`src/sv/soe_pkg.sv`:
```
// ----------------------------------------------------------------------------
// Scaler overflow extension package
// Store geometry, compare mask, stream widths and controller/datapath links.
// ----------------------------------------------------------------------------
`default_nettype none

package soe_pkg;

   localparam int MODULES  = 8;
   localparam int CHANNELS = 32;
   localparam int ENTRIES  = MODULES * CHANNELS;
   localparam int ENTRY_W  = (ENTRIES > 1) ? $clog2(ENTRIES) : 1;

   localparam int MOD_W  = 3;
   localparam int CHN_W  = 5;
   localparam int WORD_W = 32;

   localparam logic [WORD_W-1:0] CMP_MASK = 32'hffffffc0;

   localparam int REQ_DATA_W = 48;
   localparam int RSP_DATA_W = 80;

   localparam logic ACT_SAMPLE = 1'b0;
   localparam logic ACT_CLEAR  = 1'b1;

   typedef struct packed {
      logic load;
      logic clear;
      logic commit;
   } soe_cmd_type;

   typedef struct packed {
      logic is_clear;
      logic in_range;
   } soe_sts_type;

endpackage

`default_nettype wire

```
`src/sv/soe_ctrl.sv`:
```
// ----------------------------------------------------------------------------
// Scaler overflow extension controller
// Sequences accept, store read, update/commit and the result handshake.
// ----------------------------------------------------------------------------
`default_nettype none

module soe_ctrl
   import soe_pkg::*;
(
   input  wire logic        clock,
   input  wire logic        reset,
   input  wire logic        req_tvalid,
   output      logic        req_tready,
   output      logic        rsp_tvalid,
   input  wire logic        rsp_tready,
   input  wire soe_sts_type sts,
   output      soe_cmd_type cmd
);

   localparam logic S_IDLE = 1'b0;
   localparam logic S_CALC = 1'b1;

   logic state_ff;
   logic state_in;
   logic rsp_valid_ff;
   logic rsp_valid_in;
   logic accept;

   assign req_tready = (state_ff == S_IDLE);
   assign rsp_tvalid = rsp_valid_ff;
   assign accept     = req_tvalid && req_tready;

   always_comb begin
      state_in     = state_ff;
      rsp_valid_in = rsp_valid_ff && !rsp_tready;
      cmd          = '0;
      unique case (state_ff)
         S_IDLE: begin
            if (accept) begin
               if (sts.is_clear) begin
                  cmd.clear = 1'b1;
               end else if (sts.in_range) begin
                  cmd.load = 1'b1;
                  state_in = S_CALC;
               end
            end
         end
         S_CALC: begin
            if (!rsp_valid_ff || rsp_tready) begin
               cmd.commit   = 1'b1;
               rsp_valid_in = 1'b1;
               state_in     = S_IDLE;
            end
         end
         default: begin
            state_in = S_IDLE;
         end
      endcase
   end

   always_ff @(posedge clock) begin
      if (reset) begin
         state_ff     <= S_IDLE;
         rsp_valid_ff <= 1'b0;
      end else begin
         state_ff     <= state_in;
         rsp_valid_ff <= rsp_valid_in;
      end
   end

   a_commit_in_calc: assert property (@(posedge clock) disable iff (reset)
      cmd.commit |-> state_ff == S_CALC)
      else $error("commit outside update state");

   a_load_to_calc: assert property (@(posedge clock) disable iff (reset)
      cmd.load |=> state_ff == S_CALC)
      else $error("load did not enter update state");

   a_rsp_from_calc: assert property (@(posedge clock) disable iff (reset)
      $rose(rsp_valid_ff) |-> $past(state_ff) == S_CALC)
      else $error("result raised without update");

   a_clear_excl: assert property (@(posedge clock) disable iff (reset)
      !(cmd.clear && (cmd.load || cmd.commit)))
      else $error("clear overlaps sample work");

endmodule

`default_nettype wire

```
`config.mk`:
```
export PLATFORM = sky130hd
export DESIGN_NAME = soe_ctrl
export DESIGN_NICKNAME = d
export VERILOG_FILES = /design/src/sv/soe_pkg.sv /design/src/sv/soe_ctrl.sv
export SDC_FILE = /design/constraint.sdc
export NUM_CORES = 1
export LEC_CHECK = 0
export BUFFER_PORTS_ARGS = -buffer_cell sky130_fd_sc_hd__buf_2
export CORE_AREA = 2 2 39 41
export CTS_CLUSTER_DIAMETER = 120
export CTS_CLUSTER_SIZE = 16
export DETAILED_ROUTE_END_ITERATION = 10
export DIE_AREA = 0 0 41 43
export PLACE_DENSITY = 0.32
export SYNTH_ARGS = -nofsm -noshare
export SYNTH_HDL_FRONTEND = slang
export SYNTH_SLANG_ARGS = --single-unit
```
`constraint.sdc`:
```
create_clock -name clock -period 0.8 [get_ports clock]
set_input_delay 0.2 -clock clock [delete_from_list [all_inputs] [get_ports clock]]
set_output_delay 0.2 -clock clock [all_outputs]
set_load 0.05 [all_outputs]
```
# Yosys cells after proc, flatten, opt, wreduce, memory -nomap -nowiden
# Cells that the tools add are included.
# word_totals
reg_bits	2
in_bits	6
output_inout_bits	5
elab_cells	20
# op_classes
mux	12
bitwise_logic	1
n_reduce_logical	5
# op_table
cell	n
$mux 1	9
$mux 2	2
$logic_and 1x1->1	2
$logic_not 1->1	2
$pmux 1 s2	1
$logic_or 1x1->1	1
$not 1->1	1

# Longest topological paths before layout
# Gate-level depths: netlist (run 1).
# logic_depth
depth_word	4
depth_mapped	2
depth_no_buf	2

# Worst setup path before layout (run 1)
# OpenSTA, ideal clock, no wires.
# synth_path
kind	register -> output
startpoint	register state_ff
endpoint	output cmd[1] in the netlist's numbering
arrival_ps	1175
required_ps	600
path_slack_ps	-575
stages_incl_launch_ff	3
path_buffers	0
cell_sequence	dfxtp_1 > inv_1 > and3_1
# synth_rtl
element	line_no	source
from (decl)	soe_ctrl.sv:23	logic state_ff;
from (signal assigned)	soe_ctrl.sv:66	state_ff <= state_in;
to (decl)	soe_ctrl.sv:17	output soe_cmd_type cmd

==> impl_metrics.env, run 1 <==
export IMPL_track_usage_pct=4.609
export IMPL_ys_flop_type="dfxtp_1"
export IMPL_violations="negative setup slack"
export IMPL_total_power_mw=0.4536
export IMPL_ys_seq_elements=2
export IMPL_wl_per_cell_um=8.372
export IMPL_yosysTopAreaCell="dfxtp_1"
export IMPL_ant_nets=0
export IMPL_cts_tree="yes"
export IMPL_clk_path_buf_depth=2
export IMPL_setup_ws_ps=-418.1
export IMPL_syn_to_final_growth_pct=191.3
export IMPL_path_cells="and4bb_4 -> buf_8"
export IMPL_clock_latency_ps=230
export IMPL_placeableCoreArea_mm2=0.001384
export IMPL_final_core_util_pct=21.07
export IMPL_status="complete, but fails checks"
export IMPL_min_path_type="input port to register"
export IMPL_grt_ovfl_total=0
export IMPL_postSynth_asyncResetShare_pct=0
export IMPL_slew_headroom_pct=92.90
export IMPL_dp_cells=38
export IMPL_yosysMostFrequentCell="dfxtp_1"
export IMPL_synth_area_per_cell_um2=10.01
export IMPL_ir_worst_vdd_mv=0.3281
export IMPL_slowest_delay_ps=330
export IMPL_viasPerCell=3.233
export IMPL_synth_nets=16
export IMPL_cts_clk_slew_worst_paths_ps=40
export IMPL_ios=11
export IMPL_p_leak_nw=0.1379
export IMPL_hold_start="reset"
export IMPL_synth_distinct_cells=9
export IMPL_worstSetupStartpoint="state_ff"
export IMPL_fin_nets=34
export IMPL_vias=139
export IMPL_rsz0062_at_grt="yes"
export IMPL_cp_max_fo=4
export IMPL_period_needed_ps=1218
export IMPL_wirelength_um=360
export IMPL_timing_rr_start="rsp_tvalid"
export IMPL_worst_pin_slew_ps=106.8
export IMPL_netlist_top_cells_area="dfxtp_1 40%, and4bb_1 13%, and3b_2 10%, o21ba_1 10%, and2_1 6.3%"
export IMPL_dieWidth_um=41
export IMPL_critPathLaunchType="register"
export IMPL_die_area_mm2=0.001763
export IMPL_antenna_found_initial=0
export IMPL_cp_required_ps=600
export IMPL_maxCapViolations=0
export IMPL_slowest_stage="dfxtp_2"
export IMPL_drv_slew=0
export IMPL_initial_core_util_pct=7.233
export IMPL_seq_area_frac_synth_pct=40.00
export IMPL_cts_sinks=2
export IMPL_port_buffers=10
export IMPL_grt_pass1_wl_um=489
export IMPL_syn_inst=10
export IMPL_cts_root_buf="clkbuf_4"
export IMPL_pre_cts_ws_ps=-293.7
export IMPL_yosys_warnings=0
export IMPL_first_pass_iters=1
export IMPL_numCtsBuffers=3
export IMPL_max_freq_ghz=0.8210
export IMPL_drtIter0Drc=0
export IMPL_p_per_area_mw_per_mm2=1556
export IMPL_crit_type="register to output port"
export IMPL_die_h_um=43
export IMPL_gp_congestion=0.5414
export IMPL_drc_errors=0
export IMPL_crit_arrival_ps=1020
export IMPL_grt_max_degree=5
export IMPL_timing_setup_tns_ps=-1880
export IMPL_setup_violations=7
export IMPL_drive_above_1_share_pct=85.19
export IMPL_setup_worst_path_end_class="output port"
export IMPL_yosysTopAreaCellShare_pct=40.00
export IMPL_rows=14
export IMPL_antenna_cells=0
export IMPL_grt_pass1_vias=137
export IMPL_whs_ps=132.2
export IMPL_fin_crit_sh_pct=152.3
export IMPL_finalNonFillerCells=43
export IMPL_syn_cell_area_um2=100.1
export IMPL_htreeDepth=1
export IMPL_post_dp_cell_area_um2=203.9
export IMPL_fin_skew_ps=7.710
export IMPL_finalHoldViolations=0
export IMPL_synth_edff_count=0
export IMPL_postLayoutCellArea_um2=291.5
[critical path: cells and delay by family, from the launching register on]
| kind | cells | cell delay, ps |
|---|---|---|
| simple gates | 1 | 320 |
| flops | 1 | 330 |
| buf+inv | 1 | 150 |
[timing repair]
| action | in CTS | in global routing |
|---|---|---|
| gates resized for setup | 16 | 0 |
| pin swaps | 1 | 0 |
| hold buffers | 0 | 0 |
| hold endpoints to repair | 0 | 0 |
| setup buffers | 1 | 0 |
| endpoints found under the setup margin | 6 | 7 |
[layout by cell type (no fill, tap or decap)]
cell        n
a21oi_1     1
and2_2      1
and3_4      1
and3b_2     1
and4bb_4    1
buf_2       5
buf_4       1
buf_6       3
buf_8       4
clkbuf_1    1
clkbuf_4    3
clkinvlp_4  1
dfxtp_2     1
dfxtp_4     1
nand2b_1    1
o21ba_1     1
[worst paths after layout]
path / cells past startpoint / end / slack, ps
setup / recovery: 2 / cmd[2] / -420
hold reg to reg: 2 / rsp_tvalid / 510
hold / removal: 2 / rsp_tvalid / 130
setup reg to reg: 3 / state_ff / -100
[routing by layer]
layer  global-route usage (%)  vias to the layer above  share of wire [%]
met5                        0                        -                  0
met2                    3.750                       11                 36
li1                         -                       70                  -
met3                    1.571                        0                 13
met4                    6.000                        0                  0
met1                    7.029                       58                 51
[logic make-up after synthesis]
logic type / count (synthesis) / share of synthesized area, %
simple gates: 5 / 41.26
flops: 2 / 40.00
buf+inv: 1 / 3.746
compound gates: 2 / 15.00
[area by class of cell]
| cell class | instances | area (µm²) |
|---|---|---|
| Fill cell | 151 | 1092 |
| Timing Repair Buffer | 13 | 126.4 |
| Multi-Input combinational cell | 7 | 66.31 |
| Sequential cell | 2 | 45.04 |
| Clock buffer | 4 | 26.28 |
| Tap cell | 16 | 20.02 |
| Inverter | 1 | 7.507 |
[registers in the layout (all words and copies together), names as in the netlist]
signal,flops
state_ff,1
rsp_tvalid,1
[report_power, final]
group,internal (mW),leakage (nW),switching (mW),total (mW)
Combinational,0.0498,0.105,0.0498,0.0996
Clock,0.186,0.0150,0.0647,0.250
Sequential,0.101,0.0175,0.00265,0.104
Total,0.336,0.138,0.117,0.454
Note: power is estimated with default switching activity, not from simulation.
==> run 2, diff against run 1 <==
==> constraint.sdc (replaced) <==
create_clock -name clock -period 1.08 [get_ports clock]
set_input_delay 0.27 -clock clock [delete_from_list [all_inputs] [get_ports clock]]
set_output_delay 0.27 -clock clock [all_outputs]
set_load 0.05 [all_outputs]
==> run 2 against run 1 <==
The run still ends with negative setup slack left. Clock power decreased by 25%. Critical path type unchanged. First-iteration DRC count unchanged. Non-clock buffer count decreased by 1. Die area unchanged. Sequential share of layout area increased by 1.3 points. Worst hold slack improved by 72 ps. Flip-flop and latch count unchanged. Combinational power decreased by 31%. Via count decreased by 0.72%. Routed wire length increased by 8.3%.
==> impl_metrics.env, run 2 (synthesis gave the netlist of run 1 again) <==
export IMPL_status="complete, but fails checks"
export IMPL_violations="negative setup slack"
export IMPL_p_per_area_mw_per_mm2=1234
export IMPL_fin_nets=33
export IMPL_die_area_mm2=0.001763
export IMPL_postLayoutCellArea_um2=269.0
export IMPL_grt_max_degree=5
export IMPL_first_pass_iters=1
export IMPL_antenna_found_initial=0
export IMPL_setup_ws_ps=-216.0
export IMPL_crit_arrival_ps=1030
export IMPL_drc_errors=0
export IMPL_finalNonFillerCells=42
export IMPL_rsz0062_at_grt="yes"
export IMPL_viasPerCell=3.286
export IMPL_numCtsBuffers=3
export IMPL_rows=14
export IMPL_dp_cells=37
export IMPL_ant_nets=0
export IMPL_setup_violations=4
export IMPL_port_buffers=10
export IMPL_clk_path_buf_depth=2
export IMPL_track_usage_pct=5.606
export IMPL_placeableCoreArea_mm2=0.001384
export IMPL_cts_root_buf="clkbuf_4"
export IMPL_cts_tree="yes"
export IMPL_post_dp_cell_area_um2=192.7
export IMPL_grt_pass1_wl_um=558
export IMPL_cp_required_ps=810
export IMPL_drive_above_1_share_pct=84.62
export IMPL_antenna_cells=0
export IMPL_min_path_type="input port to register"
export IMPL_mostFrequentLayoutCells="5 x buf_2, 3 x clkbuf_4, 3 x buf_8, 2 x buf_4, 2 x buf_6"
export IMPL_maxCapViolations=0
export IMPL_die_h_um=43
export IMPL_critPathLaunchType="register"
export IMPL_crit_type="register to output port"
export IMPL_worst_pin_slew_ps=146.1
export IMPL_htreeDepth=1
export IMPL_syn_to_final_growth_pct=168.7
export IMPL_ios=11
export IMPL_fin_skew_ps=4.305
export IMPL_drtIter0Drc=0
export IMPL_initial_core_util_pct=7.233
export IMPL_dp_hpwl_um=311.1
export IMPL_cts_clk_slew_worst_paths_ps=30
export IMPL_total_power_mw=0.3319
export IMPL_grt_pass1_vias=175
export IMPL_setup_worst_path_end_class="output port"
export IMPL_cts_sinks=2
export IMPL_final_common_cell="buf_2"
export IMPL_wl_per_cell_um=9.286
export IMPL_slew_headroom_pct=90.34
export IMPL_p_leak_nw=0.1293
export IMPL_max_freq_ghz=0.7716
export IMPL_wirelength_um=390
export IMPL_gp_congestion=0.4850
export IMPL_vias=138
export IMPL_cp_max_fo=4
export IMPL_drv_slew=0
export IMPL_ir_worst_vdd_mv=0.2561
export IMPL_dieWidth_um=41
export IMPL_grt_ovfl_total=0
export IMPL_clock_latency_ps=230
export IMPL_period_needed_ps=1296
export IMPL_fin_crit_sh_pct=120.0
export IMPL_finalHoldViolations=0
run 2: layout make-up:
| type | instances | area (µm²) |
|---|---|---|
| clock buffers | 4 | 26.28 |
| repair buffers | 12 | 107.6 |
| inverters | 1 | 7.507 |
| multi-input cells | 7 | 62.56 |
| fillers | 145 | 1115 |
| well taps | 16 | 20.02 |
| flip-flops and latches | 2 | 45.04 |
run 2: power by group:
group | internal, mW | switching [mW]
logic | 0.0328 | 0.0358
registers | 0.0748 | 0.00197
clock network | 0.138 | 0.0490
total | 0.245 | 0.0867
run 2: repair_timing:
item / 4_1_cts / 5_1_grt
endpoints found under the setup margin: 5 / 4
hold buffers: 0 / 0
gates resized for setup: 12 / 1
buffers inserted: 1 / 0
pin swaps: 1 / 0
gates cloned: 0 / 0
run 2: critical path: stages, from the launching register on:
cell and delay [ps]:
dfxtp_2 330, and4bb_2 320, buf_8 150
run 2: per-stage QoR:
| stage | util, % | setup WS, ps | hold WS, ps | setup TNS, ps |
|---|---|---|---|---|
| after detailed placement | 13.92 | -125.1 | 447.5 | -223.4 |
| after global routing | 19.44 | -246.6 | 211.5 | -815.2 |
| after floorplan | - | -102.5 | 329.4 | -102.5 |
| after CTS | 19.17 | -229.1 | 200.7 | -701.0 |
| final | 19.44 | -216.0 | 203.9 | -653.1 |
| after global placement | 13.92 | -119.2 | 435.7 | -213.4 |
run 2: per-layer routing:
metal  wire length [µm]  up-vias  track usage, %
met1                154       61           3.503
met4                  0        0           8.000
met2                187       11           8.438
met5                  0        -               0
li1                   -       66               -
met3                 48        0           3.141
run 2: worst paths after layout:
check	startpoint	endpoint	slack (ps)	depth (start not counted)
setup reg to reg	state_ff	state_ff	170	2
hold / removal	reset	rsp_tvalid	200	2
hold reg to reg	rsp_tvalid	rsp_tvalid	510	2
setup / recovery	state_ff	cmd[2]	-220	2
==> run 3, diff against run 2 <==
==> constraint.sdc (replaced) <==
create_clock -name clock -period 1.3 [get_ports clock]
set_input_delay 0.325 -clock clock [delete_from_list [all_inputs] [get_ports clock]]
set_output_delay 0.325 -clock clock [all_outputs]
set_load 0.05 [all_outputs]
==> run 3 against run 2 <==
Clock power fell by 27%. Core utilization fell by 3.1 points. Sequential power fell by 15%. Routed wire length fell by 11%. Sequential share of layout area rose by 2.0 points. Global-route usage fell by 0.30 points. Cell count fell by 4.8%. Largest cell class unchanged. The run still ends with negative setup slack left.
==> impl_metrics.env, run 3 (synthesis gave the netlist of run 1 again) <==
export IMPL_critPathLaunchType="register"
export IMPL_placeableCoreArea_mm2=0.001384
export IMPL_p_leak_nw=0.1199
export IMPL_setup_violations=1
export IMPL_drtIter0Drc=2
export IMPL_cts_sinks=2
export IMPL_cp_required_ps=980
export IMPL_grt_ovfl_total=0
export IMPL_die_area_mm2=0.001763
export IMPL_fillers=157
export IMPL_setup_ws_ps=-18.36
export IMPL_clock_latency_ps=220
export IMPL_viasPerCell=3.100
export IMPL_drive_above_1_share_pct=75.00
export IMPL_mostFrequentLayoutCells="7 x buf_2, 3 x clkbuf_4, 2 x buf_6, 2 x dfxtp_2"
export IMPL_period_needed_ps=1318
export IMPL_final_common_cell="buf_2"
export IMPL_antenna_found_initial=0
export IMPL_die_h_um=43
export IMPL_grt_pass1_vias=154
export IMPL_cts_tree="yes"
export IMPL_vias=124
export IMPL_grt_max_degree=5
export IMPL_min_path_type="input port to register"
export IMPL_max_freq_ghz=0.7585
export IMPL_antenna_cells=0
export IMPL_status="complete, but fails checks"
export IMPL_cts_clk_slew_worst_paths_ps=30
export IMPL_slew_headroom_pct=83.29
export IMPL_p_int_mw=0.1870
export IMPL_fin_crit_sh_pct=101.4
export IMPL_gp_congestion=0.5702
export IMPL_ios=11
export IMPL_track_usage_pct=5.305
export IMPL_grt_pass1_wl_um=524
export IMPL_violations="negative setup slack"
export IMPL_swShare_pct=25.60
export IMPL_p_switching_mw=0.06434
export IMPL_numCtsBuffers=3
export IMPL_wirelength_um=348
export IMPL_initial_core_util_pct=7.233
export IMPL_cts_root_buf="clkbuf_4"
export IMPL_multi_input_area_um2=57.56
export IMPL_port_buffers=10
export IMPL_pre_cts_ws_ps=-19.49
export IMPL_wl_per_cell_um=8.700
export IMPL_pwr_share_comb_pct=19.7
export IMPL_dp_hpwl_um=290.6
export IMPL_total_power_mw=0.2514
export IMPL_rows=14
export IMPL_htreeDepth=1
export IMPL_syn_to_final_growth_pct=126.2
export IMPL_pwr_share_clk_pct=54.5
export IMPL_dieWidth_um=41
export IMPL_fin_skew_ps=2.009
export IMPL_first_pass_iters=2
export IMPL_drc_errors=0
export IMPL_drv_slew=0
export IMPL_cp_max_fo=4
export IMPL_clk_path_buf_depth=2
export IMPL_worst_pin_slew_ps=252.3
export IMPL_ctsHoldBuffers=0
export IMPL_setup_worst_path_end_class="output port"
export IMPL_finalHoldViolations=0
export IMPL_ir_worst_vdd_mv=0.2228
export IMPL_rsz0062_at_grt="yes"
export IMPL_seq_area_um2=42.54
export IMPL_crit_arrival_ps=990
export IMPL_maxCapViolations=0
export IMPL_crit_type="register to output port"
export IMPL_ant_nets=0
export IMPL_p_per_area_mw_per_mm2=1110
export IMPL_fin_nets=32
export IMPL_p_seq_share_pct=25.8
## run 3: repair_timing
item                       in CTS  in global routing
setup endpoints to repair       3                  3
pin swaps                       1                  1
resized for setup               6                  2
setup buffers                   1                  0
## run 3: worst max-delay path: stages, from the launching register on
cell      delay (ps)
dfxtp_2          310
and4bb_1         290
buf_6            170
## run 3: area by class of cell
cell class | instances | area share, %
tap | 16 | 8.840
clock buffer | 3 | 9.945
sequential | 2 | 18.78
timing repair buffer | 11 | 35.36
multi-input combinational | 7 | 25.41
inverter | 1 | 1.657
## run 3: stage by stage
step / setup TNS (ps) / hold slack (ps) / cells / util (%) / cell area, µm²
2_1_floorplan: -96.95 / 386.7 / 10 / - / 102.6
3_3_place_gp: 0 / 482.1 / 36 / 12.48 / 172.7
3_5_place_dp: -19.49 / 483.8 / 36 / 12.48 / 172.7
4_1_cts: -53.73 / 254.8 / 40 / 15.82 / 219.0
5_1_grt: -87.50 / 272.1 / 40 / 16.37 / 226.5
6_report: -18.36 / 262.3 / 40 / 16.37 / 226.5
## run 3: worst paths after layout
path	startpoint	to	slack, ps	cells past startpoint
worst max-delay path	state_ff	cmd[2]	-20	2
worst min-delay path	reset	rsp_tvalid	260	2
worst max register to register	state_ff	state_ff	360	3
worst min register to register	rsp_tvalid	rsp_tvalid	490	2
## run 3: power groups by stage
stage          Combinational, mW  Clock (mW)  Sequential, mW
3_3_place_gp              0.0404           0          0.0654
5_1_grt                   0.0529       0.146          0.0653
6_report                  0.0495       0.137          0.0649
2_1_floorplan             0.0241           0          0.0680
3_5_place_dp              0.0410           0          0.0656
4_1_cts                   0.0476       0.147          0.0649
## run 3: per-layer routing
layer  wire length, µm  global-route usage [%]
met4                 0                   8.000
met2               126                   5.625
met5                 0                       0
met3                62                   4.188
met1               159                   4.777
